### config.mk
export PLATFORM = sky130hd
export DESIGN_NAME = fcgi_out_queue_flat
export DESIGN_NICKNAME = d
export VERILOG_FILES = /design/src/fastcgi_params_record_parser_assert.svh /design/src/fcgi_pkg.sv /design/src/fcgi_stream_if.sv /design/src/fcgi_out_queue.sv /design/src/flat_wrapper.sv
export SDC_FILE = /design/constraint.sdc
export NUM_CORES = 1
export LEC_CHECK = 0
export CAP_MARGIN = 20
export CORE_AREA = 2 2 41 43
export DETAILED_ROUTE_END_ITERATION = 12
export DIE_AREA = 0 0 43 45
export DONT_BUFFER_PORTS = 1
export SLEW_MARGIN = 20
export SYNTH_ARGS = -nofsm -noshare
export SYNTH_HDL_FRONTEND = slang
export SYNTH_SLANG_ARGS = --single-unit
### constraint.sdc
create_clock -name clk -period 2.18 [get_ports clk]
set_clock_uncertainty 0.05 [all_clocks]
set_input_delay 0.218 -clock clk [delete_from_list [all_inputs] [get_ports clk]]
set_output_delay 0.218 -clock clk [all_outputs]
set_load 0.005 [all_outputs]
### src/fastcgi_params_record_parser_assert.svh
// ----------------------------------------------------------------------------
// FastCGI parameter record parser: assertion macros
// Concurrent checks clocked on clk and disabled while rst_n is low.
// ----------------------------------------------------------------------------
`ifndef FASTCGI_PARAMS_RECORD_PARSER_ASSERT_SVH
`define FASTCGI_PARAMS_RECORD_PARSER_ASSERT_SVH
`ifndef NO_ASSERTIONS
// Consequent must hold in the same cycle as the antecedent.
`define FCGI_ASSERT_SAME(label, ante, cons, msg) \
    label: assert property (@(posedge clk) disable iff (!rst_n) (ante) |-> (cons)) \
        else $error(msg);
// Consequent must hold in the cycle after the antecedent.
`define FCGI_ASSERT_NEXT(label, ante, cons, msg) \
    label: assert property (@(posedge clk) disable iff (!rst_n) (ante) |=> (cons)) \
        else $error(msg);
`else
`define FCGI_ASSERT_SAME(label, ante, cons, msg)
`define FCGI_ASSERT_NEXT(label, ante, cons, msg)
`endif
`endif

### src/fcgi_pkg.sv
// ----------------------------------------------------------------------------
// FastCGI parameter record parser: shared package
// Payload types, codes, key name table and sizing constants.
// ----------------------------------------------------------------------------
package fcgi_pkg;

    // Field widths.
    localparam int LIMIT_W    = 16;
    localparam int LEN_W      = 31;
    localparam int CFG_IDX_W  = 2;
    localparam int CFG_DATA_W = 16;

    // Longest record that passes the size check.
    localparam int RECORD_BYTES = 32768;

    // Result queue depth, a power of two of at least two.
    localparam int OQ_DEPTH = 4;

    // Configuration register indexes.
    localparam logic [CFG_IDX_W-1:0] CFG_QUERY_LIMIT  = 2'd0;
    localparam logic [CFG_IDX_W-1:0] CFG_URI_LIMIT    = 2'd1;
    localparam logic [CFG_IDX_W-1:0] CFG_SERVER_LIMIT = 2'd2;

    // Configuration reset values.
    localparam logic [LIMIT_W-1:0] QUERY_LIMIT_RST  = 16'd2048;
    localparam logic [LIMIT_W-1:0] URI_LIMIT_RST    = 16'd256;
    localparam logic [LIMIT_W-1:0] SERVER_LIMIT_RST = 16'd256;

    // Header constants.
    localparam logic [15:0] HDR_BYTES        = 16'd8;
    localparam logic [7:0]  FCGI_VERSION     = 8'd1;
    localparam logic [7:0]  FCGI_TYPE_PARAMS = 8'd4;

    // Result kinds.
    localparam logic RK_VALUE  = 1'b0;
    localparam logic RK_STATUS = 1'b1;

    // Value tags.
    localparam logic [1:0] TAG_QUERY  = 2'd0;
    localparam logic [1:0] TAG_URI    = 2'd1;
    localparam logic [1:0] TAG_SERVER = 2'd2;
    localparam logic [1:0] TAG_COOKIE = 2'd3;

    // Record status codes, in priority order.
    localparam logic [2:0] ST_OK           = 3'd0;
    localparam logic [2:0] ST_BAD_SIZE     = 3'd1;
    localparam logic [2:0] ST_LEN_MISMATCH = 3'd2;
    localparam logic [2:0] ST_BAD_VERSION  = 3'd3;
    localparam logic [2:0] ST_WRONG_TYPE   = 3'd4;
    localparam logic [2:0] ST_BAD_PAIR     = 3'd5;

    // Parameter names that are matched, one mask bit each.
    localparam int KEY_COUNT   = 5;
    localparam int KEY_QUERY   = 0;
    localparam int KEY_URI     = 1;
    localparam int KEY_SERVER  = 2;
    localparam int KEY_HTTPS   = 3;
    localparam int KEY_COOKIE  = 4;
    localparam int KEY_MAX_LEN = 12;
    localparam int KEY_TEXT_W  = 8 * KEY_MAX_LEN;

    localparam logic [KEY_COUNT-1:0] ALL_NAMES = '1;

    localparam logic [KEY_TEXT_W-1:0] KEY_TEXT [KEY_COUNT] = '{
        {"QUERY", "_STRING"}, {"DOCUMENT", "_URI"}, {"SERVER", "_NAME"}, "HTTPS",
        {"HTTP", "_COOKIE"}
    };
    localparam logic [3:0] KEY_LEN [KEY_COUNT] = '{4'd12, 4'd12, 4'd11, 4'd5, 4'd11};

    // One request on the byte channel.
    typedef struct packed {
        logic [7:0]  data_byte;
        logic        record_end;
        logic [31:0] request_tag;
    } fcgi_in_t;

    // One result item.
    typedef struct packed {
        logic        result_kind;
        logic [1:0]  value_tag;
        logic [7:0]  value_out;
        logic        value_first;
        logic [2:0]  record_status;
        logic        https_seen;
        logic [31:0] tag_out;
        logic        run_last;
    } fcgi_res_t;

    // Length limits from the configuration registers.
    typedef struct packed {
        logic [LIMIT_W-1:0] query;
        logic [LIMIT_W-1:0] uri;
        logic [LIMIT_W-1:0] server;
    } fcgi_limits_t;

    // Results produced by one byte, in delivery order.
    typedef struct packed {
        logic [1:0] count;
        fcgi_res_t  first;
        fcgi_res_t  second;
    } fcgi_push_t;

    // Name matcher outcome for one name byte.
    typedef struct packed {
        logic [KEY_COUNT-1:0] mask;
        logic                 name_end;
        logic                 https_hit;
    } fcgi_match_t;

    // Character of a key name at a position; zero past the end of the table row.
    function automatic logic [7:0] key_char(input logic [KEY_TEXT_W-1:0] txt,
                                            input logic [3:0] klen,
                                            input logic [3:0] pos);
        logic [KEY_TEXT_W-1:0] aligned;
        aligned = txt << (8 * (KEY_MAX_LEN - int'(klen)));
        aligned = aligned << (8 * int'(pos));
        return aligned[KEY_TEXT_W-1 -: 8];
    endfunction

endpackage

### src/fcgi_stream_if.sv
// ----------------------------------------------------------------------------
// FastCGI parameter record parser: stream channel
// Valid/ready channel carrying one payload per request.
// ----------------------------------------------------------------------------
interface fcgi_stream_if #(parameter type PAYLOAD_T = logic);

    logic     valid;
    logic     ready;
    PAYLOAD_T payload;

    modport source (output valid, output payload, input ready);
    modport sink (input valid, input payload, output ready);

endinterface

### src/fcgi_out_queue.sv
// ----------------------------------------------------------------------------
// FastCGI parameter record parser: result queue
// Small register queue that takes up to two results a cycle and hands one
// result a cycle to the result channel while the channel is ready.
// ----------------------------------------------------------------------------
module fcgi_out_queue
    import fcgi_pkg::*;
(
    input  logic              clk,
    input  logic              rst_n,
    input  fcgi_push_t        push,
    output logic              space,
    fcgi_stream_if.source     result_ch
);

    localparam int OQ_AW = $clog2(OQ_DEPTH);
    localparam int OQ_CW = $clog2(OQ_DEPTH + 1);

    fcgi_res_t        mem_reg [OQ_DEPTH];
    logic [OQ_AW-1:0] wr_ptr_reg, wr_ptr_next;
    logic [OQ_AW-1:0] rd_ptr_reg, rd_ptr_next;
    logic [OQ_CW-1:0] count_reg, count_next;
    logic             pop;

    // Head of the queue drives the channel.
    assign result_ch.valid   = (count_reg != '0);
    assign result_ch.payload = mem_reg[rd_ptr_reg];
    assign pop               = result_ch.valid && result_ch.ready;

    // Room for the two results one byte may cause.
    assign space = (count_reg <= OQ_CW'(OQ_DEPTH - 2));

    // Pointer and fill bookkeeping.
    always_comb
    begin
        wr_ptr_next = wr_ptr_reg + OQ_AW'(push.count);
        rd_ptr_next = rd_ptr_reg + OQ_AW'(pop);
        count_next  = count_reg + OQ_CW'(push.count) - OQ_CW'(pop);
    end

    always_ff @(posedge clk or negedge rst_n)
    begin
        if (!rst_n)
        begin
            wr_ptr_reg <= '0;
            rd_ptr_reg <= '0;
            count_reg  <= '0;
        end
        else
        begin
            wr_ptr_reg <= wr_ptr_next;
            rd_ptr_reg <= rd_ptr_next;
            count_reg  <= count_next;
        end
    end

    // Result storage.
    always_ff @(posedge clk)
    begin
        if (push.count != 2'd0)
        begin
            mem_reg[wr_ptr_reg] <= push.first;
        end
        if (push.count == 2'd2)
        begin
            mem_reg[wr_ptr_reg + OQ_AW'(1)] <= push.second;
        end
    end

endmodule
### src/flat_wrapper.sv
// flat-port wrapper written by rule: the top's interface ports become plain ports
module fcgi_out_queue_flat import fcgi_pkg::*;
  (clk, rst_n, push, space, result_ch_valid, result_ch_payload, result_ch_ready);
  fcgi_stream_if result_ch_i ();
  input  logic clk;
  input  logic rst_n;
  input  fcgi_push_t push;
  output logic space;
  output wire logic [$bits(result_ch_i.valid)-1:0] result_ch_valid;
  output wire logic [$bits(result_ch_i.payload)-1:0] result_ch_payload;
  input wire logic [$bits(result_ch_i.ready)-1:0] result_ch_ready;
  assign result_ch_valid = result_ch_i.valid;
  assign result_ch_payload = result_ch_i.payload;
  assign result_ch_i.ready = result_ch_ready;
  fcgi_out_queue u_core (.clk(clk), .rst_n(rst_n), .push(push), .space(space), .result_ch(result_ch_i));
endmodule
After elaboration in Yosys (flattened, before gate mapping) --
Memory sizes are Yosys's and may differ from the RTL's. Cells that the tools add are included.
Storage, ports and cells: output and inout port bits 3, memories kept 1, RAM bits 196, bits in registers 7, logic and storage cells 18, input port bits 103
Cells by class: reductions and logical operators 3, equal/unequal tests 1, muxes and demuxes 4, $add $sub $neg 5, $lt $le $gt $ge 1
Memory list:
- u_core.mem_reg | words 4, width 49, rd ports 1, clocked after Yosys merged registers in 0, wr ports 2, line fcgi_out_queue.sv:19 | fcgi_res_t mem_reg [OQ_DEPTH];
Operator list (count):
- $mux 1 | 4
- $add 3x2->3 | 1
- $le 3x2->1 const B | 1
- $reduce_bool 3->1 | 1
- $sub 3x1->3 | 1
- $add 2x1->2 | 1
- $add 2x1->2 const B | 1
- $add 2x2->2 | 1
- $eq 2x2->1 const B | 1
- $reduce_bool 2->1 | 1
- $logic_and 1x1->1 | 1

Longest topological paths before layout --
depth in word-level cells 3, depth in mapped cells 7, gate-level depth less buffers 6

Least setup slack after synthesis --
OpenSTA, ideal clock, no wires.
kind register to register, start point reg u_core.count_reg[2], end point reg u_core.count_reg[2], period minus slack after synthesis 1.677 ns, setup slack 0.503 ns, required time 2.050 ns, arrival time 1.547 ns, library setup time 0.080 ns, stages on the path, launching flop included 7, buffers on the path 0, cell sequence dfrtp_1 > o21ai_0 > mux2i_1 > ha_1 > fa_1 > xnor2_1 > xnor2_1
Between the ends: cells in the longest elaborated chain, start to end 3, elaborated cells between the ends (all ways) 4, those cells by class add/sub: 2; reduce/logical: 2
RTL lines:
- start: declaration | line fcgi_out_queue.sv:22 | logic [OQ_CW-1:0] count_reg, count_next;
- start signal: assignment | line fcgi_out_queue.sv:53 | count_reg <= count_next;
- parallel branches: the longest is 2 deep, another holds $add 3x2->3
- $sub 3x1->3 (*) | line fcgi_out_queue.sv:38 | count_next = count_reg + OQ_CW'(push.count) - OQ_CW'(pop);
- via u_core.count_next[2] | line fcgi_out_queue.sv:22
Mark *: on every way through the listed nets, which the timed path passes.

Final worst setup path --
Ends and elaborated chain as after synthesis.

==> impl_metrics.py <==
metrics = {
    "clock_tree": {
        "postCtsSetupRepairBufs": 0,
        "htree_levels": 1,
        "clockBufferDepth": 2,
        "clock_latency_ps": 260,
        "cts.clk_slew.worst_paths_ps": 70,
        "cts_made_buffers": 3,
        "cts_tree": "yes",
        "cts_root_buffer": "clkbuf_4",
        "cts_sinks": 11,
    },
    "cells_and_area": {
        "fin_cells": 70,
        "fin_util_pct": 48.1,
        "area_growth_syn_to_layout_pct": 7.60,
        "layout.nets": 162,
        "nFillCells": 144,
        "largest_reg_flops": 4,
        "diodes": 0,
        "drive_gt1_share_pct": 16.7,
    },
    "worst_setup_path": {
        "r2r_start": "u_core.count_reg[2]",
        "reg2reg_depth": 6,
        "critPathArrivalTime_ps": 1960,
        "crit_top_cell": "xnor2_1",
        "regToRegSetupSlack_ps": 360,
        "path_max_fanout": 6,
        "endpoint_kind": "flip-flop",
        "worstPathCellList": "o21ai_0 -> mux2i_1 -> ha_1 -> fa_1 -> xnor2_1 -> xnor2_1",
        "cpMaxStageDelayCell": "dfrtp_1",
        "required_ps": 2320,
        "max_stage_delay_ps": 450,
        "cp-start-kind": "flip-flop",
        "r2r_end": "u_core.count_reg[2]",
        "worst-setup-path-type": "reg -> reg",
    },
    "yosys": {
        "syn_area_sq_um": 658,
        "seq_area_frac_synth_pct": 44.9,
        "synth.top_cell.area_share_pct": 26.6,
        "syn_inst": 50,
        "synth_cell_types": 29,
        "syn-num-nets": 157,
        "syn-mean-instance-area_sq_um": 13.2,
        "ys_warn_count": 0,
        "yosys.area.top_type": "dfrtp_1",
        "ys_seq_elements": 11,
        "synth.area.top_cells": "dfrtp_1 27%, edfxtp_1 18%, xnor2_1 8.0%",
    },
    "sta": {
        "timing.fmax_mhz": 549,
        "period_needed_ps": 1820,
        "worst_pin_slew_ps": 424,
        "fin_setup_tns_ps": 0,
        "final_max_slew_viol_count": 0,
        "fin_crit_sh_pct": 83.5,
        "setup_viol": 0,
        "rsz0062_at_grt": "no",
        "slew-limit-headroom_pct": 71.4,
        "holdWs_ps": 30.0,
        "hold_viol": 0,
    },
    "route": {
        "routed_wl_mm": 1.11,
        "via_per_inst": 5.74,
        "wl_per_cell_um": 15.8,
        "drtAntennaViolNets": 0,
        "drt_pre_antenna_iters": 4,
        "vias": 402,
        "drt-initial-drc-count": 4,
        "drc": 0,
    },
    "pwr": {
        "leakage_uw": 0.000276,
        "p_per_area_mw_per_mm2": 1250,
        "power_uw": 884,
        "ir_drop_uv": 583,
    },
    "grt": {
        "grt_max_degree": 12,
        "antenna_found_initial": 0,
        "grt_use_total_pct": 14.3,
        "grt_pass1_wl_mm": 1.99,
        "met2_usage_pct": 25.5,
        "grt_pass1_vias": 466,
        "top_usage_layer": "met2",
        "grt_use_met3_pct": 3.20,
        "use_met1_pct": 16.2,
        "grt-ovfl-total": 0,
    },
    "min_path": {
        "holdPathEnd": "u_core.wr_ptr_reg[0]",
        "hold_start": "push[98]",
        "hold_class": "in -> reg",
        "whs_path_depth": 1,
    },
    "floorplan": {
        "coreArea_sq_mm": 0.00147,
        "ioPinCount": 106,
        "rows": 14,
        "initial_core_util_pct": 44.7,
        "die_area_sq_mm": 0.00194,
        "fp.dieW_um": 43,
        "fp.dieH_um": 45,
    },
    "place": {
        "place.detailed.hpwl_um": 802,
        "dp_cells": 64,
        "gp_congestion": 0.867,
        "numPortBuffers": 0,
    },
    "run": {
        "drv_cap": 0,
    },
    "status": {
        "status": "complete, no violations",
    },
}
## where the power goes
group	leakage [uW]	total (uW)	internal, uW	switching (uW)
combinational	0.000142	305	184	121
sequential	0.000119	438	316	122
clock	0.0000150	141	70.8	69.9
## layout make-up
type | instances | area [sq um] | share of cell area, %
Multi-Input combinational cell | 34 | 335 | 47.3
Sequential cell | 11 | 295 | 41.7
Clock buffer | 4 | 26.3 | 3.71
Timing Repair Buffer | 2 | 20.0 | 2.83
Tap cell | 16 | 20.0 | 2.83
Inverter | 3 | 11.3 | 1.59
## metrics by stage
| step | area (sq um) | worst slack, ps |
|---|---|---|
| floorplan | 658 | 503 |
| global placement | 662 | 466 |
| detailed placement | 662 | 356 |
| CTS | 708 | 342 |
| global route | 708 | 228 |
| finish | 708 | 359 |
## per-layer routing
layer	up-vias	wire, um
met3	2	47
met4	0	12
li1	195	-
met2	11	576
met1	194	470
met5	-	0
## kinds of logic (layout without fill, tap and decap cells)
family / count (synthesis) / count (layout) / share of synthesized area, %
multiplexers: 7 / 7 / 13.9
XOR/XNOR: 6 / 6 / 7.98
flip-flops: 11 / 11 / 44.9
buffers and inverters: 5 / 9 / 4.18
AND/OR/NAND/NOR: 12 / 12 / 15.0
adder cells (fa/ha/maj): 4 / 4 / 8.75
AO/OA/AOI/OAI: 5 / 5 / 5.32
## synth_stat cells
master / number
dfrtp_1: 7
xnor2_1: 6
edfxtp_1: 4
ha_1: 3
inv_1: 3
mux2_2: 2
mux2i_1: 2
nand3b_1: 2
a21oi_1: 1
and4bb_1: 1
buf_6: 1
clkbuf_2: 1
fa_1: 1
mux2_1: 1
mux2_4: 1
mux4_2: 1
nand3_1: 1
nand4b_1: 1
nand4bb_1: 1
nor2_1: 1
nor2b_1: 1
nor4b_2: 1
o21ai_0: 1
o311ai_0: 1
o311ai_1: 1
o31ai_1: 1
or2_2: 1
or3_1: 1
or3b_1: 1
## timing repair
action,4_1_cts,5_1_grt
endpoints found under the setup margin,0,0
hold endpoints to repair,8,0
hold buffers,2,0
resized for setup,0,0
## worst max-delay path, delay by kind of cell, from the launching register on
| family | cells | cell delay (ps) |
|---|---|---|
| adders and majority gates | 2 | 580 |
| DFF | 1 | 450 |
| xor gates and xnor gates | 2 | 320 |
| AOI/OAI and AO/OA | 1 | 230 |
| muxes | 1 | 110 |
## how the worst max path moves through the flow
| stage | endpoint | start | slack [ps] | cells past startpoint |
|---|---|---|---|---|
| after floorplan | u_core.count_reg[2] | u_core.count_reg[2] | 500 | 6 |
| after global placement | u_core.count_reg[2] | u_core.count_reg[2] | 470 | 6 |
| after detailed placement | u_core.count_reg[2] | u_core.count_reg[2] | 360 | 6 |
| after CTS | u_core.count_reg[2] | u_core.count_reg[2] | 340 | 6 |
| after global routing | u_core.count_reg[2] | u_core.count_reg[2] | 230 | 6 |
| final | u_core.count_reg[2] | u_core.count_reg[2] | 360 | 6 |
## layout by cell type, fill, tap and decap left out, types with 2 or more instances in the layout
cell type,count
dfrtp_1,7
xnor2_1,6
edfxtp_1,4
inv_1,3
ha_1,3
clkbuf_4,3
mux2i_1,2
mux2_2,2
nand3b_1,2
dlygate4sd3_1,2
No activity file was read; power rests on OpenSTA's default activity.
