--- src/fastcgi_params_record_parser_assert.svh ---
// ----------------------------------------------------------------------------
// FastCGI parameter record parser: assertion macros
// Concurrent checks clocked on clk and disabled while rst_n is low.
// ----------------------------------------------------------------------------
`ifndef FASTCGI_PARAMS_RECORD_PARSER_ASSERT_SVH
`define FASTCGI_PARAMS_RECORD_PARSER_ASSERT_SVH
`ifndef NO_ASSERTIONS
// Consequent must hold in the same cycle as the antecedent.
`define FCGI_ASSERT_SAME(label, ante, cons, msg) \
    label: assert property (@(posedge clk) disable iff (!rst_n) (ante) |-> (cons)) \
        else $error(msg);
// Consequent must hold in the cycle after the antecedent.
`define FCGI_ASSERT_NEXT(label, ante, cons, msg) \
    label: assert property (@(posedge clk) disable iff (!rst_n) (ante) |=> (cons)) \
        else $error(msg);
`else
`define FCGI_ASSERT_SAME(label, ante, cons, msg)
`define FCGI_ASSERT_NEXT(label, ante, cons, msg)
`endif
`endif

--- src/fcgi_pkg.sv ---
// ----------------------------------------------------------------------------
// FastCGI parameter record parser: shared package
// Payload types, codes, key name table and sizing constants.
// ----------------------------------------------------------------------------
package fcgi_pkg;

    // Field widths.
    localparam int LIMIT_W    = 16;
    localparam int LEN_W      = 31;
    localparam int CFG_IDX_W  = 2;
    localparam int CFG_DATA_W = 16;

    // Longest record that passes the size check.
    localparam int RECORD_BYTES = 32768;

    // Result queue depth, a power of two of at least two.
    localparam int OQ_DEPTH = 4;

    // Configuration register indexes.
    localparam logic [CFG_IDX_W-1:0] CFG_QUERY_LIMIT  = 2'd0;
    localparam logic [CFG_IDX_W-1:0] CFG_URI_LIMIT    = 2'd1;
    localparam logic [CFG_IDX_W-1:0] CFG_SERVER_LIMIT = 2'd2;

    // Configuration reset values.
    localparam logic [LIMIT_W-1:0] QUERY_LIMIT_RST  = 16'd2048;
    localparam logic [LIMIT_W-1:0] URI_LIMIT_RST    = 16'd256;
    localparam logic [LIMIT_W-1:0] SERVER_LIMIT_RST = 16'd256;

    // Header constants.
    localparam logic [15:0] HDR_BYTES        = 16'd8;
    localparam logic [7:0]  FCGI_VERSION     = 8'd1;
    localparam logic [7:0]  FCGI_TYPE_PARAMS = 8'd4;

    // Result kinds.
    localparam logic RK_VALUE  = 1'b0;
    localparam logic RK_STATUS = 1'b1;

    // Value tags.
    localparam logic [1:0] TAG_QUERY  = 2'd0;
    localparam logic [1:0] TAG_URI    = 2'd1;
    localparam logic [1:0] TAG_SERVER = 2'd2;
    localparam logic [1:0] TAG_COOKIE = 2'd3;

    // Record status codes, in priority order.
    localparam logic [2:0] ST_OK           = 3'd0;
    localparam logic [2:0] ST_BAD_SIZE     = 3'd1;
    localparam logic [2:0] ST_LEN_MISMATCH = 3'd2;
    localparam logic [2:0] ST_BAD_VERSION  = 3'd3;
    localparam logic [2:0] ST_WRONG_TYPE   = 3'd4;
    localparam logic [2:0] ST_BAD_PAIR     = 3'd5;

    // Parameter names that are matched, one mask bit each.
    localparam int KEY_COUNT   = 5;
    localparam int KEY_QUERY   = 0;
    localparam int KEY_URI     = 1;
    localparam int KEY_SERVER  = 2;
    localparam int KEY_HTTPS   = 3;
    localparam int KEY_COOKIE  = 4;
    localparam int KEY_MAX_LEN = 12;
    localparam int KEY_TEXT_W  = 8 * KEY_MAX_LEN;

    localparam logic [KEY_COUNT-1:0] ALL_NAMES = '1;

    localparam logic [KEY_TEXT_W-1:0] KEY_TEXT [KEY_COUNT] = '{
        {"QUERY", "_STRING"}, {"DOCUMENT", "_URI"}, {"SERVER", "_NAME"}, "HTTPS",
        {"HTTP", "_COOKIE"}
    };
    localparam logic [3:0] KEY_LEN [KEY_COUNT] = '{4'd12, 4'd12, 4'd11, 4'd5, 4'd11};

    // One request on the byte channel.
    typedef struct packed {
        logic [7:0]  data_byte;
        logic        record_end;
        logic [31:0] request_tag;
    } fcgi_in_t;

    // One result item.
    typedef struct packed {
        logic        result_kind;
        logic [1:0]  value_tag;
        logic [7:0]  value_out;
        logic        value_first;
        logic [2:0]  record_status;
        logic        https_seen;
        logic [31:0] tag_out;
        logic        run_last;
    } fcgi_res_t;

    // Length limits from the configuration registers.
    typedef struct packed {
        logic [LIMIT_W-1:0] query;
        logic [LIMIT_W-1:0] uri;
        logic [LIMIT_W-1:0] server;
    } fcgi_limits_t;

    // Results produced by one byte, in delivery order.
    typedef struct packed {
        logic [1:0] count;
        fcgi_res_t  first;
        fcgi_res_t  second;
    } fcgi_push_t;

    // Name matcher outcome for one name byte.
    typedef struct packed {
        logic [KEY_COUNT-1:0] mask;
        logic                 name_end;
        logic                 https_hit;
    } fcgi_match_t;

    // Character of a key name at a position; zero past the end of the table row.
    function automatic logic [7:0] key_char(input logic [KEY_TEXT_W-1:0] txt,
                                            input logic [3:0] klen,
                                            input logic [3:0] pos);
        logic [KEY_TEXT_W-1:0] aligned;
        aligned = txt << (8 * (KEY_MAX_LEN - int'(klen)));
        aligned = aligned << (8 * int'(pos));
        return aligned[KEY_TEXT_W-1 -: 8];
    endfunction

endpackage

--- src/fcgi_name_match.sv ---
// ----------------------------------------------------------------------------
// FastCGI parameter record parser: name matcher
// Narrows the candidate mask by one name byte and checks the name length
// on the final byte of the name.
// ----------------------------------------------------------------------------
module fcgi_name_match
    import fcgi_pkg::*;
(
    input  logic [KEY_COUNT-1:0] mask,
    input  logic [LEN_W-1:0]     position,
    input  logic [LEN_W-1:0]     nm_length,
    input  logic [7:0]           data_byte,
    output fcgi_match_t          result
);

    logic [KEY_COUNT-1:0] char_hit;
    logic [KEY_COUNT-1:0] len_hit;
    logic [LEN_W-1:0]     pos_inc;
    logic                 pos_small;

    assign pos_small = (position[LEN_W-1:4] == '0);
    assign pos_inc   = position + LEN_W'(1);

    // Per-candidate character and length comparison.
    always_comb
    begin
        for (int i = 0; i < KEY_COUNT; i++)
        begin
            char_hit[i] = pos_small && (position[3:0] < KEY_LEN[i]) &&
                          (key_char(KEY_TEXT[i], KEY_LEN[i], position[3:0]) == data_byte);
            len_hit[i]  = (nm_length == LEN_W'(KEY_LEN[i]));
        end
    end

    // The length check applies only when this byte closes the name.
    always_comb
    begin
        result.name_end  = (pos_inc == nm_length);
        result.mask      = mask & char_hit;
        if (result.name_end)
        begin
            result.mask = result.mask & len_hit;
        end
        result.https_hit = result.name_end && result.mask[KEY_HTTPS];
    end

endmodule

--- src/fcgi_parser.sv ---
// ----------------------------------------------------------------------------
// FastCGI parameter record parser: record decoder
// Holds the per-record state, decodes one byte per accepted request and
// produces the value result and the final status result.
// ----------------------------------------------------------------------------
module fcgi_parser
    import fcgi_pkg::*;
#(
    parameter int MAX_RECORD_BYTES = RECORD_BYTES
)
(
    input  logic         clk,
    input  logic         rst_n,
    input  logic         take,
    input  fcgi_in_t     in_item,
    input  fcgi_limits_t limits,
    output fcgi_push_t   push
);

    typedef enum logic [2:0] {
        PH_HEADER,
        PH_NAME_LEN,
        PH_VAL_LEN,
        PH_NAME,
        PH_VALUE,
        PH_TAIL
    } phase_t;

    typedef struct packed {
        logic [LEN_W-1:0] len;
        logic [1:0]       idx;
        logic             done;
    } len_step_t;

    // Header byte offsets.
    localparam logic [2:0] HDR_POS_VERSION = 3'd0;
    localparam logic [2:0] HDR_POS_TYPE    = 3'd1;
    localparam logic [2:0] HDR_POS_CLEN_HI = 3'd4;
    localparam logic [2:0] HDR_POS_CLEN_LO = 3'd5;
    localparam logic [2:0] HDR_POS_PAD     = 3'd6;
    localparam logic [2:0] HDR_POS_LAST    = 3'd7;

    phase_t               phase_reg, phase_next;
    logic [15:0]          byte_count_reg, byte_count_next;
    logic [7:0]           version_reg, version_next;
    logic [7:0]           type_reg, type_next;
    logic [15:0]          clen_reg, clen_next;
    logic [7:0]           pad_reg, pad_next;
    logic [15:0]          body_rem_reg, body_rem_next;
    logic [LEN_W-1:0]     nm_len_reg, nm_len_next;
    logic [LEN_W-1:0]     value_len_reg, value_len_next;
    logic [1:0]           len_idx_reg, len_idx_next;
    logic [LEN_W-1:0]     fpos_reg, fpos_next;
    logic [KEY_COUNT-1:0] mask_reg, mask_next;
    logic                 https_reg, https_next;
    logic                 pair_err_reg, pair_err_next;

    fcgi_match_t          match;
    len_step_t            len_step;
    logic [LEN_W-1:0]     fpos_inc;
    logic [15:0]          body_rem_dec;
    logic                 val_valid;
    logic                 pass;
    logic [1:0]           vtag;
    fcgi_res_t            val_res;
    fcgi_res_t            stat_res;
    logic [16:0]          rec_len;
    logic [16:0]          rec_want;
    logic [2:0]           status;

    // One byte of a 1- or 4-byte pair length.
    function automatic len_step_t take_len(input logic [LEN_W-1:0] cur,
                                           input logic [7:0] b,
                                           input logic [1:0] idx);
        len_step_t r;
        r.len  = cur;
        r.idx  = idx;
        r.done = 1'b0;
        case (idx)
            2'd0:
            begin
                if (!b[7])
                begin
                    r.len  = LEN_W'(b);
                    r.done = 1'b1;
                end
                else
                begin
                    r.len = {b[6:0], 24'd0};
                    r.idx = 2'd1;
                end
            end
            2'd1:
            begin
                r.len[23:16] = b;
                r.idx        = 2'd2;
            end
            2'd2:
            begin
                r.len[15:8] = b;
                r.idx       = 2'd3;
            end
            default:
            begin
                r.len[7:0] = b;
                r.idx      = 2'd0;
                r.done     = 1'b1;
            end
        endcase
        return r;
    endfunction

    fcgi_name_match u_name_match (
        .mask      (mask_reg),
        .position  (fpos_reg),
        .nm_length (nm_len_reg),
        .data_byte (in_item.data_byte),
        .result    (match)
    );

    assign fpos_inc     = fpos_reg + LEN_W'(1);
    assign body_rem_dec = body_rem_reg - 16'd1;
    assign len_step     = take_len((phase_reg == PH_VAL_LEN) ? value_len_reg : nm_len_reg,
                                   in_item.data_byte, len_idx_reg);

    // Value routing and length limits for the current name.
    always_comb
    begin
        pass = 1'b0;
        vtag = TAG_QUERY;
        if (mask_reg[KEY_QUERY])
        begin
            pass = (value_len_reg[LEN_W-1:LIMIT_W] == '0) &&
                   (value_len_reg[LIMIT_W-1:0] < limits.query);
            vtag = TAG_QUERY;
        end
        else if (mask_reg[KEY_URI])
        begin
            pass = (value_len_reg[LEN_W-1:LIMIT_W] == '0) &&
                   (value_len_reg[LIMIT_W-1:0] < limits.uri);
            vtag = TAG_URI;
        end
        else if (mask_reg[KEY_SERVER])
        begin
            pass = (value_len_reg[LEN_W-1:LIMIT_W] == '0) &&
                   (value_len_reg[LIMIT_W-1:0] < limits.server);
            vtag = TAG_SERVER;
        end
        else if (mask_reg[KEY_COOKIE])
        begin
            pass = 1'b1;
            vtag = TAG_COOKIE;
        end
    end

    // Per-byte decode and next state; the final byte is cleared at the register.
    always_comb
    begin
        phase_next      = phase_reg;
        byte_count_next = byte_count_reg;
        version_next    = version_reg;
        type_next       = type_reg;
        clen_next       = clen_reg;
        pad_next        = pad_reg;
        body_rem_next   = body_rem_reg;
        nm_len_next     = nm_len_reg;
        value_len_next  = value_len_reg;
        len_idx_next    = len_idx_reg;
        fpos_next       = fpos_reg;
        mask_next       = mask_reg;
        https_next      = https_reg;
        pair_err_next   = pair_err_reg;
        val_valid       = 1'b0;

        if (take)
        begin
            if (byte_count_reg < HDR_BYTES)
            begin
                // Header bytes.
                case (byte_count_reg[2:0])
                    HDR_POS_VERSION: version_next = in_item.data_byte;
                    HDR_POS_TYPE:    type_next = in_item.data_byte;
                    HDR_POS_CLEN_HI: clen_next[15:8] = in_item.data_byte;
                    HDR_POS_CLEN_LO: clen_next[7:0] = in_item.data_byte;
                    HDR_POS_PAD:     pad_next = in_item.data_byte;
                    default:         ;
                endcase
                if (byte_count_reg[2:0] == HDR_POS_LAST)
                begin
                    body_rem_next = clen_reg;
                    phase_next    = (clen_reg != 16'd0) ? PH_NAME_LEN : PH_TAIL;
                    len_idx_next  = 2'd0;
                end
            end
            else if (phase_reg != PH_TAIL && phase_reg != PH_HEADER)
            begin
                // Body bytes.
                unique case (phase_reg)
                    PH_NAME_LEN:
                    begin
                        nm_len_next  = len_step.len;
                        len_idx_next = len_step.idx;
                        if (len_step.done)
                        begin
                            phase_next = PH_VAL_LEN;
                        end
                    end
                    PH_VAL_LEN:
                    begin
                        value_len_next = len_step.len;
                        len_idx_next   = len_step.idx;
                        if (len_step.done)
                        begin
                            mask_next = ALL_NAMES;
                            fpos_next = '0;
                            if (nm_len_reg != '0)
                            begin
                                phase_next = PH_NAME;
                            end
                            else
                            begin
                                mask_next  = '0;
                                phase_next = (len_step.len != '0) ? PH_VALUE : PH_NAME_LEN;
                            end
                        end
                    end
                    PH_NAME:
                    begin
                        mask_next = match.mask;
                        fpos_next = fpos_inc;
                        if (match.name_end)
                        begin
                            if (match.https_hit)
                            begin
                                https_next = 1'b1;
                            end
                            fpos_next  = '0;
                            phase_next = (value_len_reg != '0) ? PH_VALUE : PH_NAME_LEN;
                        end
                    end
                    PH_VALUE:
                    begin
                        val_valid = pass && (version_reg == FCGI_VERSION) &&
                                    (type_reg == FCGI_TYPE_PARAMS);
                        fpos_next = fpos_inc;
                        if (fpos_inc == value_len_reg)
                        begin
                            fpos_next  = '0;
                            phase_next = PH_NAME_LEN;
                        end
                    end
                    default: ;
                endcase

                // Body accounting; a pair cut off by the body end is an error.
                body_rem_next = body_rem_dec;
                if (body_rem_dec == 16'd0)
                begin
                    if (phase_next != PH_NAME_LEN || len_idx_next != 2'd0)
                    begin
                        pair_err_next = 1'b1;
                    end
                    phase_next = PH_TAIL;
                end
            end

            if (byte_count_reg != 16'hFFFF)
            begin
                byte_count_next = byte_count_reg + 16'd1;
            end
        end
    end

    // Record status, first failing check wins, on the state as this byte leaves it.
    always_comb
    begin
        rec_len  = 17'(byte_count_reg) + 17'd1;
        rec_want = 17'(HDR_BYTES) + 17'(clen_next) + 17'(pad_next);
        if (rec_len < 17'(HDR_BYTES) || rec_len > 17'(MAX_RECORD_BYTES))
        begin
            status = ST_BAD_SIZE;
        end
        else if (rec_len != rec_want)
        begin
            status = ST_LEN_MISMATCH;
        end
        else if (version_next != FCGI_VERSION)
        begin
            status = ST_BAD_VERSION;
        end
        else if (type_next != FCGI_TYPE_PARAMS)
        begin
            status = ST_WRONG_TYPE;
        end
        else if (pair_err_next)
        begin
            status = ST_BAD_PAIR;
        end
        else
        begin
            status = ST_OK;
        end
    end

    // Result assembly.
    always_comb
    begin
        val_res               = '0;
        val_res.result_kind   = RK_VALUE;
        val_res.value_tag     = vtag;
        val_res.value_out     = in_item.data_byte;
        val_res.value_first   = (fpos_reg == '0);
        val_res.run_last      = !in_item.record_end;

        stat_res               = '0;
        stat_res.result_kind   = RK_STATUS;
        stat_res.record_status = status;
        stat_res.https_seen    = https_next;
        stat_res.tag_out       = in_item.request_tag;
        stat_res.run_last      = 1'b1;

        push = '0;
        if (take)
        begin
            if (val_valid && in_item.record_end)
            begin
                push.count  = 2'd2;
                push.first  = val_res;
                push.second = stat_res;
            end
            else if (val_valid)
            begin
                push.count = 2'd1;
                push.first = val_res;
            end
            else if (in_item.record_end)
            begin
                push.count = 2'd1;
                push.first = stat_res;
            end
        end
    end

    // Control state; the final byte of a record starts a fresh one.
    always_ff @(posedge clk or negedge rst_n)
    begin
        if (!rst_n)
        begin
            phase_reg      <= PH_HEADER;
            byte_count_reg <= '0;
            version_reg    <= '0;
            type_reg       <= '0;
            clen_reg       <= '0;
            pad_reg        <= '0;
            body_rem_reg   <= '0;
            nm_len_reg     <= '0;
            value_len_reg  <= '0;
            len_idx_reg    <= '0;
            fpos_reg       <= '0;
            mask_reg       <= ALL_NAMES;
            https_reg      <= 1'b0;
            pair_err_reg   <= 1'b0;
        end
        else if (take && in_item.record_end)
        begin
            phase_reg      <= PH_HEADER;
            byte_count_reg <= '0;
            version_reg    <= '0;
            type_reg       <= '0;
            clen_reg       <= '0;
            pad_reg        <= '0;
            body_rem_reg   <= '0;
            nm_len_reg     <= '0;
            value_len_reg  <= '0;
            len_idx_reg    <= '0;
            fpos_reg       <= '0;
            mask_reg       <= ALL_NAMES;
            https_reg      <= 1'b0;
            pair_err_reg   <= 1'b0;
        end
        else
        begin
            phase_reg      <= phase_next;
            byte_count_reg <= byte_count_next;
            version_reg    <= version_next;
            type_reg       <= type_next;
            clen_reg       <= clen_next;
            pad_reg        <= pad_next;
            body_rem_reg   <= body_rem_next;
            nm_len_reg     <= nm_len_next;
            value_len_reg  <= value_len_next;
            len_idx_reg    <= len_idx_next;
            fpos_reg       <= fpos_next;
            mask_reg       <= mask_next;
            https_reg      <= https_next;
            pair_err_reg   <= pair_err_next;
        end
    end

endmodule

--- config.mk ---
export PLATFORM = sky130hd
export DESIGN_NAME = fcgi_parser
export DESIGN_NICKNAME = d
export VERILOG_FILES = /design/src/fastcgi_params_record_parser_assert.svh /design/src/fcgi_pkg.sv /design/src/fcgi_name_match.sv /design/src/fcgi_parser.sv
export SDC_FILE = /design/constraint.sdc
export NUM_CORES = 1
export LEC_CHECK = 0
export BUFFER_PORTS_ARGS = -buffer_cell sky130_fd_sc_hd__buf_2
export CELL_PAD_IN_SITES_DETAIL_PLACEMENT = 1
export CELL_PAD_IN_SITES_GLOBAL_PLACEMENT = 1
export CORE_ASPECT_RATIO = 0.9
export CORE_MARGIN = 2
export CORE_UTILIZATION = 41
export CTS_BUF_LIST = sky130_fd_sc_hd__clkbuf_8
export DETAILED_ROUTE_END_ITERATION = 6
export PLACE_DENSITY = 0.77
export SKIP_CTS_REPAIR_TIMING = 1
export SLEW_MARGIN = 20
export SYNTH_ARGS = -nofsm -noshare
export SYNTH_HDL_FRONTEND = slang
export SYNTH_SLANG_ARGS = --single-unit
--- constraint.sdc ---
create_clock -name clk -period 5.02 [get_ports clk]
set_input_delay 0.251 -clock clk [delete_from_list [all_inputs] [get_ports clk]]
set_output_delay 0.251 -clock clk [all_outputs]
set_load 0.02 [all_outputs]
Word level (Yosys, flattened, before mapping):

Index checks and enable logic that the tools add are counted.

* multipliers: 0
* eq/ne operators: 32
* divide/modulo/power cells: 0
* add/sub/neg operators: 6
* magnitude comparators: 9
* reductions and logical operators: 48
* shifts and indexed selects: 5
* bitwise operators: 2
* mux-type cells: 123

Operator list (number)
* $mux W31: 19
* $shl A95 B7 Y96 const A: 5
* $mux W16: 11
* $mux W8: 14
* $mux W100: 1
* $mux W50: 2
* $pmux W31 S3: 1
* $reduce_bool A31 Y1: 3
* $mux W3: 22
* $eq A31 B31 Y1: 2
* $eq A31 B4 Y1 const B: 2
* $mux W51: 1
* $mux W49: 1
* $lt A16 B16 Y1: 3
* $pmux W8 S2: 3
* $eq A8 B8 Y1: 5
* $mux W5: 7
* $add A31 B1 Y31 const B: 1
* $eq A31 B3 Y1 const B: 1
* $logic_not A31 Y1: 1
* $mux W2: 14
* $logic_not A27 Y1: 1
* $mux W1: 22
* $add A16 B1 Y17 const B: 1
* 46 further kinds: 82

* input port bits: 92
* memories kept: 0
* ROM bits: 0
* logic and storage cells: 239
* register bits after elaboration: 177
* output and inout port bits: 100
* bits in writable memories: 0
* bits in latches: 0

Logic depth before layout (Yosys ltp):

* word-level depth: 27
* depth in mapped cells: 20
* depth with buffers taken out: 18

Hierarchy:

A second synthesis with hierarchy kept.

* cells, all modules: 2054
* area total of the unflattened synthesis: 16190.5 µm²

Modules (own cells, without submodules)
* fcgi_parser: area an instance 13962.1 µm², instances 1, sequential area each 4435.5 µm², cells each 1720
* fcgi_name_match: area an instance 2228.4 µm², instances 1, sequential area each 0.0 µm², cells each 334

Least setup slack after synthesis:

OpenSTA, ideal clock, no wires.

* path kind: reg2out
* from: register byte_count_reg[7]
* to: output port push[36] (netlist name)
* buffers on the path: 2
* cell stages (with the launch flop): 21
* path slack: -0.216 ns
* required time: 4.769 ns
* arrival time: 4.985 ns
* cell sequence: dfrtp_1 > clkbuf_1 > nor3_1 > and4_1 > buf_2 > nand4_1 > mux2_2 > ha_1 > ha_1 > fa_1 > a21o_1 > a21oi_1 > o21ai_0 > a21o_1 > a21o_1 > nor3b_1 > a31oi_1 > nand4b_1 > nor4_1 > nand2b_1 > a211oi_1

RTL lines
* start, declared: line fcgi_parser.sv:44 `logic [15:0] byte_count_reg, byte_count_next;`
* start signal, assigned: line fcgi_parser.sv:384 `byte_count_reg <= byte_count_next;`
* end, declared: line fcgi_parser.sv:17 `output fcgi_push_t push`

==> key figures <==
Place
  – Detailed Place HPWL: 47700 um
  – Area after DPL: 17600 um2
  – Pre-CTS setup slack: -0.289 ns
  – Routability Congestion: 0.957
  – I/O Buffers: 180

Clock network
  – CTS tree: yes
  – Root Buffer: clkbuf_8
  – Clock-pin slew on the worst setup and hold paths: 0.10 ns
  – H-tree Lvls: 4
  – Clk_lat worst skew: 0.52 ns
  – Inserted Clock Buffers: 17
  – Clock Tree Buf Depth: 2
  – Sink Count: 177

Synth
  – Post-synth top flop: dfrtp_1
  – Post-synthesis async set-or-reset flop share: between 90% and 100%
  – Synth cell count leaders: dfrtp_1 (172), nand2_1 (146), nor2_1 (130)
  – Ys Warns: 0
  – Top-count cell post-synth: dfrtp_1
  – Register bit total from synthesis: between 150 and 200
  – Synth top area share: 27.3%
  – Share of the yosys chip area belonging to registers: 28.1%
  – Library cells used by synthesis: 91
  – Number of flops mapped to enable cells by yosys: 0
  – Syn Std Cell Area: about 16000 um2
  – Ranking of synthesized cells by area: dfrtp_1 (27%), ha_1 (6.7%), xnor2_1 (4.4%), mux2i_1 (4.3%), o21ai_0 (3.7%)
  – Syn avg cell area: between 8 and 9 um2
  – Post-synthesis cell count: about 1900
  – Dominant cell type by area after synthesis: dfrtp_1

Power and ir drop
  – Worst vdd ir: 0.143 mV
  – P_leak: 9.05 nW
  – P per Cell Area: 189 nW/um2

Floorplan
  – DIE AREA: 40000 um2
  – Site Rows: 68
  – Die height: approximately 190 um
  – Die Wd: 211 um
  – Initial Utilization: approximately two fifths
  – Num ports: 192
  – Core area: 38100 um2

Detailed routing
  – DR vias/cell: between 6 and 7
  – Final WL: 64300 um
  – Post-route ant nets: 0
  – Routed length per instance: 24.4 um
  – DRC viols: 3
  – Vias post-DR: 16700
  – Drt initial violations: 1612
  – DR pass1 iterations: 7

Finish
  – Nets: 2310
  – Final Cell Area: approximately 18000 um2
  – Utilization after layout: 48.3%
  – Filler cell count: 4665
  – Ratio of cells with drive above 1 in the final layout: 21.4%
  – Layout Area Growth over Synthesis: 16.8%
  – Antenna cells: 0

Worst setup path
  – WS Path Type: register to output pin
  – Crit. End Element: output pin
  – Worst stage delay on the critical path: between 0.4 and 0.5 ns
  – Most used cell, CP: a21o_1
  – Crit path cell chain: nor4_4 > and4_4 > nand4_1 > buf_4 > mux2_4 > ha_4 > ha_4 > fa_2 > a21o_1 > a21oi_2 > o21ai_2 > a21o_1 > a21o_1 > nor3b_2 > a31oi_1 > nand4b_1 > nor4_4 > buf_4 > nand2b_4 > buf_6 > a211oi_4 > buf_6
  – CP Data Arrival Time: 5.37 ns
  – Slowest library cell on the worst path: dfrtp_1
  – Critical path depth in cells: 22
  – FF-to-FF setup slack: 0.57 ns
  – Buf/Inv on CP: 4
  – R2R Path Start: fpos_reg[0]
  – FF-to-FF path depth: 16
  – Worst path required time: 4.77 ns
  – RR Endpoint: pair_err_reg
  – Maximum fanout along the worst path: 4
  – CP top delay family: simple AND/OR/NAND/NOR gates
  – Startpoint type of the worst setup path: register
  – Crit path from: byte_count_reg[15]

Run
  – MaxCap Viol Count: 0

STA
  – Slew Limit Fails: 0
  – Worst Tran Pin Value: 1.20 ns
  – Clk_skew: around 0.025 ns
  – Tmin final: 5.62 ns
  – Final hold vios: 0
  – Fin crit share: 112%
  – Worst setup margin: -0.604 ns
  – FMAX: approximately 0.18 GHz
  – Slew HR: 20.1%
  – Setup TNS: -3.29 ns
  – Final Setup Violations: 6
  – Setup repair after global routing missed its margin: true

Global routing
  – Total gr overflow: 0
  – Initial antenna violation count: 1
  – Largest net degree at the start of global routing: 102
  – Vias in the first global route: 16400
  – Global Route Usage Sum: 31.1%
  – First-pass GRT wire length: 96900 um

Min path
  – Worst Hold Path Cells: 3
  – Hold Path Sink: clen_reg[8]
  – Worst Min Path Start: in_item[33]
  – Min-delay worst type: input port to register

Run status
  – Run status: complete, but fails checks
  – Failing checks: design-rule violations, negative setup slack
-- through the flow --
step | instances | power [mW] | hold WS [ns]
CTS | 2626 | 3.45 | -0.108
detailed placement | 2595 | 2.43 | 0.445
global placement | 2595 | 2.40 | 0.442
finish | 2635 | 3.48 | 0.102
floorplan | 1938 | 2.09 | -0.0446
global route | 2635 | 3.62 | 0.0942
-- power breakdown --
part           total, mW  internal (mW)  leakage, nW  switching, mW
Combinational      0.921          0.334         6.41          0.587
Sequential          1.53           1.48         2.43         0.0483
Clock               1.04          0.414        0.202          0.622
Total               3.48           2.23         9.05           1.26
-- layout by cell type (no fill, tap or decap), drive strengths merged, types with 56 or more instances in the layout --
cell	synthesis	layout
nor3	64	64
dfrtp	172	172
buf	65	332
xnor2	79	79
nand3	65	65
nor2	131	131
nor4	59	59
ha	84	84
a22o	66	66
inv	86	93
mux2i	68	68
a21oi	97	97
o21ai	130	130
and3	56	56
nand2	146	146
-- cells by family (layout without fill, tap and decap cells) --
logic type / Yosys count / in the layout / share of synthesized area, %
xor gates and xnor gates: 130 / 130 / 7.22
muxes: 86 / 86 / 5.60
other: 1 / 11 / 0.0238
buffers and inverters: 244 / 451 / 7.29
AOI/OAI and AO/OA: 473 / 473 / 20.1
DFF: 177 / 177 / 28.1
adders and majority gates: 85 / 85 / 6.79
and+or+nand+nor: 732 / 732 / 24.9
-- final cells by class --
cell class / count / area (um2) / area share (%)
timing repair buffer: 333 / 2100 / 11.4
clock buffer: 18 / 248 / 1.35
sequential: 177 / 4440 / 24.1
inverter: 87 / 327 / 1.77
tap: 490 / 613 / 3.33
clock inverter: 13 / 131 / 0.713
multi-input combinational: 1517 / 10600 / 57.4
-- how the worst max path moves through the flow --
stage	slack, ns	to
2_1_floorplan	-0.07	push[36]
3_3_place_gp	-0.27	push[36]
3_5_place_dp	-0.29	push[36]
4_1_cts	-0.87	push[85]
5_1_grt	-0.81	push[85]
6_report	-0.60	push[85]
-- worst min-delay path, stage by stage --
cell and delay, ns:
buf_2 0.16, nand2_1 0.10, a21oi_1 0.07
-- metal layers --
layer	track usage [%]	share of wire [%]	vias to the layer above
li1	-	-	7384
met1	44.4	45	8400
met2	48.4	44	792
met3	5.50	8.3	124
met4	8.13	2.4	0
met5	0	0	-
(Power assumes the default switching activity.)
